$ cat src/hdl/fmf_queue.sv
// ----------------------------------------------------------------------------
// fmf_queue
// two-entry job queue between the sample front end and the fit engine
// ----------------------------------------------------------------------------
module fmf_queue #(
  parameter int WIDTH = 7
) (
  input  logic             clk,
  input  logic             rst,
  input  logic             push,
  input  logic [WIDTH-1:0] push_data,
  input  logic             pop,
  output logic             head_valid,
  output logic [WIDTH-1:0] head_data
);
  logic [WIDTH-1:0] slot [2];
  logic             wr_ptr;
  logic             rd_ptr;
  logic [1:0]       fill;

  assign head_valid = (fill != 2'd0);
  assign head_data  = slot[rd_ptr];

  always_ff @(posedge clk) begin
    if (push) begin
      slot[wr_ptr] <= push_data;
    end
  end

  always_ff @(posedge clk) begin
    if (rst) begin
      wr_ptr <= 1'b0;
      rd_ptr <= 1'b0;
      fill   <= 2'd0;
    end else begin
      if (push) begin
        wr_ptr <= ~wr_ptr;
      end
      if (pop && head_valid) begin
        rd_ptr <= ~rd_ptr;
      end
      fill <= fill + 2'(push) - 2'(pop && head_valid);
    end
  end
endmodule

$ cat config.mk
export PLATFORM = sky130hd
export DESIGN_NAME = fmf_queue
export DESIGN_NICKNAME = d
export VERILOG_FILES = /design/src/hdl/fmf_queue.sv
export SDC_FILE = /design/constraint.sdc
export NUM_CORES = 1
export LEC_CHECK = 0
export ABC_CLOCK_PERIOD_IN_PS = 2200
export BUFFER_PORTS_ARGS = -buffer_cell sky130_fd_sc_hd__buf_4
export CORE_MARGIN = 5
export CORE_UTILIZATION = 40
export DETAILED_ROUTE_END_ITERATION = 7
export SYNTH_ARGS = -nofsm -noshare
export SYNTH_HDL_FRONTEND = slang
export SYNTH_SLANG_ARGS = --single-unit
$ cat constraint.sdc
create_clock -name clk -period 2.2 [get_ports clk]
set_input_delay 0.44 -clock clk [delete_from_list [all_inputs] [get_ports clk]]
set_output_delay 0.44 -clock clk [all_outputs]
set_load 0.02 [all_outputs]
==> results.sh <==
export IMPL_outcome="completed"
export IMPL_synth_ff_type="edfxtp_1"
export IMPL_die_area_um2=2867
export IMPL_clock_fmax_ghz=0.5686
export IMPL_antenna_cells=0
export IMPL_synthToLayoutAreaGrowth_pct=24.75
export IMPL_chipWidth_um=53.54
export IMPL_critPathMaxFanout=7
export IMPL_drt_iter0_markers=6
export IMPL_slew_violations=0
export IMPL_final_setup_tns_ns=0
export IMPL_ant_nets=0
export IMPL_hold_viol=0
export IMPL_fin_skew_ns=0.002347
export IMPL_cap_violations=0
export IMPL_clockBufferDepth=2
export IMPL_clock_sinks=19
export IMPL_vias_per_cell=4.444
export IMPL_overflow=0
export IMPL_synthMostInstantiatedCell="edfxtp_1"
export IMPL_cts_tree="done"
export IMPL_netlist_area_um2=758.2
export IMPL_n_fill_cell=167
export IMPL_max_slew_margin_rel_pct=56.23
export IMPL_netlist_area_leader_share_pct=55.45
export IMPL_seq_area_um2=520.5
export IMPL_ys_warn_count=0
export IMPL_num_vias=400
export IMPL_synth_seq_area_share_pct=68.65
export IMPL_power_leakage_nw=0.3847
export IMPL_remaining_drc_errors=0
export IMPL_design_core_area_um2=1764
export IMPL_arrival_ns=1.32
export IMPL_ir_drop_uv=524.7
export IMPL_post_cts_buffers=0
export IMPL_wl_per_cell_um=11.63
export IMPL_grt_max_degree=11
export IMPL_drt_total_wl_um=1047
export IMPL_synth_common_cells="edfxtp_1 (14), mux2_2 (7), dfxtp_1 (5), nor2_1 (3)"
export IMPL_hold_slack_ns=0.3350
export IMPL_clk_latency_ns=0.28
export IMPL_cts_resized=0
export IMPL_dr_pass1_iters=2
export IMPL_tightest_slew_ns=0.6553
export IMPL_initial_core_util_pct=42.98
export IMPL_htree_levels=1
export IMPL_cp_required_ns=1.76
export IMPL_grt_pass1_wl_um=1690
export IMPL_antenna_found_initial=0
export IMPL_start_kind="flip-flop"
export IMPL_grt_usage_pct=8.765
export IMPL_grt_pass1_vias=413
export IMPL_io_buffers=18
export IMPL_post_route_period_util_pct=79.94
export IMPL_numCtsBuffers=3
export IMPL_ys_ff_latch=19
export IMPL_synth_edf_count=14
export IMPL_path_class="reg -> out"
export IMPL_num_io_pins=19
export IMPL_yosys_area_top_type="edfxtp_1"
export IMPL_postLayoutCellArea_um2=945.9
export IMPL_cts_reportedPaths_clkPinSlew_ns=0.09
export IMPL_placed_area_um2=919.6
export IMPL_rsz0062_at_grt="no"
export IMPL_holdBufCountCts=0
export IMPL_synth_area_per_cell_um2=17.23
export IMPL_rows=15
export IMPL_synth_area_leaders="edfxtp_1 (55%), dfxtp_1 (13%), mux2_2 (10%)"
export IMPL_die_h_um=53.54
export IMPL_async_reset_ff_share_pct=0
export IMPL_end_kind="primary output"
export IMPL_drive_above_1_share_pct=49.23
export IMPL_setup_viol=0
export IMPL_root_buffer="clkbuf_4"
export IMPL_ys_types=15
export IMPL_place_congestion=0.6427
export IMPL_multi_input_area_um2=225.2
export IMPL_synthCells=44
export IMPL_synth_nets=57
export IMPL_finalCriticalPeriod_ns=1.759
export IMPL_hold_path_class="in -> reg"
export IMPL_fin_nets=79
export IMPL_p_per_area_nw_per_um2=1015
==> stage by stage <==
stage               total power [mW]  setup WS (ns)  util [%]  cells
global placement              0.8071         0.7035     52.13     86
CTS                           0.9792         0.3811     53.62     90
finish                        0.9596         0.4414     53.62     90
global route                   1.034         0.3390     53.62     90
detailed placement            0.8133         0.6968     52.13     86
floorplan                     0.7107         0.8541         -     44
==> path summary, 6_finish.rpt <==
| check | startpoint | to | slack (ns) | cells after the start |
|---|---|---|---|---|
| hold / removal | push_data[5] | slot[1][5] | 0.33 | 1 |
| hold reg to reg | wr_ptr | wr_ptr | 0.55 | 2 |
| setup / recovery | flip-flop | head_data[4] | 0.44 | 2 |
| setup reg to reg | fill[0] | fill[0] | 0.83 | 5 |
==> layout by cell type (no fill, tap or decap) <==
cell      count
buf_4        18
edfxtp_1     14
mux2_2        7
dfxtp_1       5
nor2_1        3
clkbuf_4      3
inv_1         2
and2b_1       2
mux2_4        2
ha_1          2
o21a_4        1
and2_1        1
nor2b_1       1
or2_2         1
xnor2_1       1
xnor3_1       1
clkbuf_1      1
==> critical path, stage by stage (launching register included) <==
cell and delay [ns]:
dfxtp_1 0.50, mux2_2 0.38, buf_4 0.16
==> logic make-up (layout without fill, tap and decap cells) <==
logic type | count (synthesis) | after routing | synth area share (%)
flip-flops | 19 | 19 | 68.65
multiplexers | 9 | 9 | 14.36
AND/OR/NAND/NOR | 8 | 8 | 5.941
buffers and inverters | 3 | 24 | 1.650
adder cells (fa/ha/maj) | 2 | 2 | 3.300
XOR/XNOR | 2 | 2 | 4.125
AO/OA/AOI/OAI | 1 | 1 | 1.980
==> sequential cells by signal (all words and copies together), names as in the netlist, named ones only <==
signal  flops
slot       14
wr_ptr      1
rd_ptr      1
fill        2
==> power by group <==
group / switching [mW] / internal [mW]
Sequential: 0.0384 / 0.434
Combinational: 0.132 / 0.193
Clock: 0.0922 / 0.0703
Total: 0.262 / 0.697
==> area by class of cell <==
cell class              instances  area share [%]
well taps                      25           3.307
inverters                       2          0.7937
repair buffers                 18           14.29
flip-flops and latches         19           55.03
multi-input cells              22           23.81
clock buffers                   4           2.778
==> routing by layer <==
layer / part of all wire, % / vias up / wire, µm / GRT usage [%]
met5: 0 / - / 0 / 0
met4: 0 / 0 / 0 / 5.106
met3: 7.7 / 0 / 81 / 3.601
met2: 52 / 14 / 546 / 14.69
met1: 40 / 187 / 420 / 9.187
li1: - / 199 / - / -
Power figures use the tool's default switching activity.
