## src/hdl/fmf_front.sv

```systemverilog
// ----------------------------------------------------------------------------
// fmf_front
// accepts sample beats, fills the sample store and posts a job on the last one
// ----------------------------------------------------------------------------
module fmf_front #(
  parameter int MAX_SAMPLES = 64,
  parameter int PHASE_BITS  = 16,
  localparam int NW  = $clog2(MAX_SAMPLES + 1),
  localparam int SAW = $clog2(MAX_SAMPLES)
) (
  input  logic                   clk,
  input  logic                   rst,
  input  logic                   in_valid,
  output logic                   in_stall,
  input  logic signed [31:0]     sample_value,
  input  logic [15:0]            sample_angle,
  input  logic                   last_sample,
  output logic                   job_push,
  output logic [NW-1:0]          job_count,
  input  logic                   run_done,
  input  logic [SAW-1:0]         rd_addr,
  output logic signed [31:0]     rd_value,
  output logic [PHASE_BITS-1:0]  rd_angle
);
  logic signed [31:0]        value_mem [MAX_SAMPLES];
  logic [PHASE_BITS-1:0]     angle_mem [MAX_SAMPLES];
  logic [NW-1:0]             count;
  logic [NW-1:0]             count_next;
  logic                      busy;
  logic                      accept;
  logic                      has_room;
  logic [PHASE_BITS+15:0]    angle_ext;

  assign in_stall   = busy;
  assign accept     = in_valid && !busy;
  assign has_room   = (count < NW'(MAX_SAMPLES));
  assign count_next = has_room ? count + NW'(1) : count;
  assign angle_ext  = {{PHASE_BITS{1'b0}}, sample_angle};
  assign job_push   = accept && last_sample;
  assign job_count  = count_next;

  always_ff @(posedge clk) begin
    if (accept && has_room) begin
      value_mem[count[SAW-1:0]] <= sample_value;
      angle_mem[count[SAW-1:0]] <= angle_ext[PHASE_BITS-1:0];
    end
    rd_value <= value_mem[rd_addr];
    rd_angle <= angle_mem[rd_addr];
  end

  always_ff @(posedge clk) begin
    if (rst) begin
      count <= '0;
      busy  <= 1'b0;
    end else begin
      if (accept) begin
        count <= last_sample ? '0 : count_next;
      end
      if (job_push) begin
        busy <= 1'b1;
      end else if (run_done) begin
        busy <= 1'b0;
      end
    end
  end
endmodule

```

## config.mk

```make
export PLATFORM = sky130hd
export DESIGN_NAME = fmf_front
export DESIGN_NICKNAME = d
export VERILOG_FILES = /design/src/hdl/fmf_front.sv
export SDC_FILE = /design/constraint.sdc
export NUM_CORES = 2
export LEC_CHECK = 0
export BUFFER_PORTS_ARGS = -buffer_cell sky130_fd_sc_hd__buf_2
export CAP_MARGIN = 15
export CORE_MARGIN = 2
export CORE_UTILIZATION = 45
export DETAILED_ROUTE_END_ITERATION = 10
export PLACE_DENSITY = 0.57
export SLEW_MARGIN = 20
export SYNTH_ARGS = -nofsm -noshare
export SYNTH_HDL_FRONTEND = slang
export SYNTH_SLANG_ARGS = --single-unit
```

## constraint.sdc

```tcl
create_clock -name clk -period 7.9 [get_ports clk]
set_clock_uncertainty 0.15 [all_clocks]
set_input_delay 1.185 -clock clk [delete_from_list [all_inputs] [get_ports clk]]
set_output_delay 1.185 -clock clk [all_outputs]
set_load 0.05 [all_outputs]
```

==> results.sh <==
export IMPL_reg2reg_depth=5
export IMPL_cts_buffers=329
export IMPL_insertion_delay_ps=880
export IMPL_fmax_mhz=206
export IMPL_drt_iter0_markers=6923
export IMPL_setup_viol=0
export IMPL_final_antenna_net_count=0
export IMPL_cts_tree="built"
export IMPL_highest_layer="met5"
export IMPL_viasPerCell=6.08
export IMPL_slowest_stage="nand3_1"
export IMPL_finalCritPeriodShare_pct=61.5
export IMPL_die_area_sq_um=266000
export IMPL_drc=0
export IMPL_final_nets=5434
export IMPL_worstPathArrival_ps=3520
export IMPL_worstMarginPinSlew_ps=1210
export IMPL_cts_hold_buf=0
export IMPL_cpPeakStageDelay_ps=950
export IMPL_cts_path_max_buffers=4
export IMPL_p_switching_uw=7570
export IMPL_wl_met3_microns=22800
export IMPL_worst_hold_path_endpoint="in_stall"
export IMPL_routed_wl_microns=319000
export IMPL_synth_most_common_cell="edfxtp_1"
export IMPL_synth_top_area_share_pct=78.2
export IMPL_regToRegStartpoint="in_stall"
export IMPL_ys_ff_latch=3128
export IMPL_finalSetupTns_ps=0
export IMPL_p_int_uw=27300
export IMPL_globalplace_congestion=0.836
export IMPL_switching_share_pct=21.7
export IMPL_dr_wl_met2_microns=156000
export IMPL_cp_required_ps=6570
export IMPL_wire_per_inst_microns=34.9
export IMPL_period_needed_ps=4860
export IMPL_hp_class="flop to flop"
export IMPL_fp_dieW_microns=516
export IMPL_rsz0062_at_grt="no"
export IMPL_syn_inst=5021
export IMPL_synth_nets=5081
export IMPL_start_util_pct=45.3
export IMPL_seqPwrFrac_pct=52.6
export IMPL_cts_root_buf="clkbuf_16"
export IMPL_io_pins=116
export IMPL_holdPathStages=2
export IMPL_seq_area_frac_synth_pct=79.1
export IMPL_total_power_uw=34900
export IMPL_cp_start_kind="flop"
export IMPL_drive_above_1_share_pct=30.7
export IMPL_synth_edff_count=3072
export IMPL_yosysWarnings=0
export IMPL_clkTransAtPathRegs_ps=50
export IMPL_comb_power_share_pct=5.1
export IMPL_grt_pass1_wl_microns=443000
export IMPL_antenna_found_initial=26
export IMPL_critical_path_class="flop to primary output"
export IMPL_cap_violations=0
export IMPL_clockPowerShare_pct=42.2
export IMPL_core_area_sq_um=260000
export IMPL_post_synth_cell_area_avg_sq_um=23.5
export IMPL_worstHoldStart="in_stall"
export IMPL_htreeDepth=5
export IMPL_finalHoldViolations=0
export IMPL_rows=187
export IMPL_slew_headroom_pct=19.3
export IMPL_r2r_end="value_mem[47][24]"
export IMPL_grt_remaining_overflow=0
export IMPL_area_delta_synth_final_pct=13.4
export IMPL_synth_commonest_cells="edfxtp_1, mux4_2, o22ai_1"
export IMPL_critical_path_buf_inv_count=1
export IMPL_fin_hold_ws_ps=381
export IMPL_hpwlAfterDp_microns=185000
export IMPL_synthesis_area_sq_um=118000
export IMPL_reg2reg_slack_ps=3680
export IMPL_synth_area_leader_cell="edfxtp_1"
export IMPL_grt_usage_pct=23.9
export IMPL_io_buffers=115
export IMPL_critical_path_top_delay_family="simple AND/OR/NAND/NOR gates"
export IMPL_ys_top_cells_by_area="edfxtp_1, mux4_2, mux2_2"
export IMPL_drv_slew=0
export IMPL_leakage_uw=0.0413
export IMPL_grt_pass1_vias=55154
export IMPL_nFillCells=20307
export IMPL_clock_sinks=3128
export IMPL_cts_setup_buffers=0
export IMPL_dr_pass1_iters=5
export IMPL_cp_max_fo=12
export IMPL_grt_max_degree=109
export IMPL_power_per_cell_area_nw_per_um2=261
export IMPL_vias=55500
export IMPL_cts_resized=0
export IMPL_status="completed"
export IMPL_vdd_drop_max_mv=0.208
export IMPL_ys_dominant_reg_cell="edfxtp_1"
export IMPL_end_kind="primary output"
export IMPL_fp_dieH_microns=516
export IMPL_path_cells="nand3_1 -> o21ai_0 -> buf_2"
export IMPL_ys_types=45
export IMPL_async_flop_share_pct=0
export IMPL_wl_met1_microns=131000
-- sequential cells by signal, summed over array words and instances (netlist names) --
register	count
count	7
in_stall	1
rd_angle	16
angle_mem	1024
value_mem	2048
rd_value	32
-- per-layer routing --
metal,global-route usage (%),vias to the layer above
met5,0,-
met4,6.00,8
met3,3.30,393
met2,38.9,2372
met1,34.3,30388
li1,-,22339
-- placed cells by master (no fill, tap or decap), drive strengths merged, types with 6 or more instances in the layout --
cell,netlist,layout
edfxtp,3072,3072
a21oi,31,31
o22ai,185,185
clkbuf,91,422
a22oi,43,43
a211oi,9,9
inv,3,12
diode,0,7
buf,181,294
o221ai,32,32
nor4,25,25
clkinv,0,124
nand2,46,46
o221a,19,19
o21ai,7,7
clkinvlp,0,7
o22a,18,18
nor2b,11,11
nand3,20,20
nor2,115,115
nand2b,18,18
nor3,23,23
mux2i,65,65
mux4,746,746
or2,6,6
mux2,158,158
bufinv,0,18
dfxtp,56,56
-- final cells by class --
type / count / area [sq um] / share of cell area [%]
Clock inverter: 158 / 1350 / 1.01
Clock buffer: 422 / 8780 / 6.56
Tap cell: 3496 / 4370 / 3.27
Multi-Input combinational cell: 1618 / 23700 / 17.7
Timing Repair Buffer: 294 / 2220 / 1.66
Antenna cell: 7 / 17.5 / 0.0131
Inverter: 3 / 11.3 / 0.00842
Sequential cell: 3128 / 93400 / 69.8
-- how the worst max path moves through the flow --
| stage | depth (start not counted) | slack, ps | to | startpoint |
|---|---|---|---|---|
| after floorplan | 4 | 3360 | angle_mem[47][0] | in_valid |
| after global placement | 6 | 2830 | angle_mem[7][3] | in_valid |
| after detailed placement | 6 | 2800 | value_mem[47][7] | in_valid |
| after CTS | 3 | 3030 | job_count[6] | count[3] |
| after global routing | 3 | 2910 | job_count[6] | count[3] |
| final | 3 | 3040 | job_count[6] | count[3] |
-- per-stage QoR --
step	utilization [%]	instances	cell area, sq um	setup WS, ps
5_1_grt	51.4	9120	134000	2910
6_report	51.4	9126	134000	3040
3_5_place_dp	47.5	8538	124000	2800
3_3_place_gp	47.5	8538	124000	2830
2_1_floorplan	-	5021	118000	3360
4_1_cts	51.4	9118	134000	3030
-- kinds of logic after synthesis --
logic type                 synth area share (%)
DFF                                        79.1
muxes                                      16.3
AOI/OAI and AO/OA                          2.14
and+or+nand+nor                            1.12
buffers and inverters                      1.25
xor gates and xnor gates                 0.0371
adders and majority gates                0.0106
-- power by group through the flow --
stage / logic [uW] / clock network [uW] / registers [uW]
after floorplan: 836 / 0 / 18800
after detailed placement: 1820 / 0 / 18700
after global routing: 1860 / 15600 / 18400
after global placement: 1800 / 0 / 18700
final: 1780 / 14700 / 18400
after CTS: 1820 / 15000 / 18400
-- worst reg2reg max path, cell delays in order (launching register included) --
cell and delay (ps):
dfxtp_1 320, nand2b_1 450, nor3b_1 580, nand3_1 750, nor2_4 1080, buf_4 530
No activity file was read; power rests on OpenSTA's default activity.
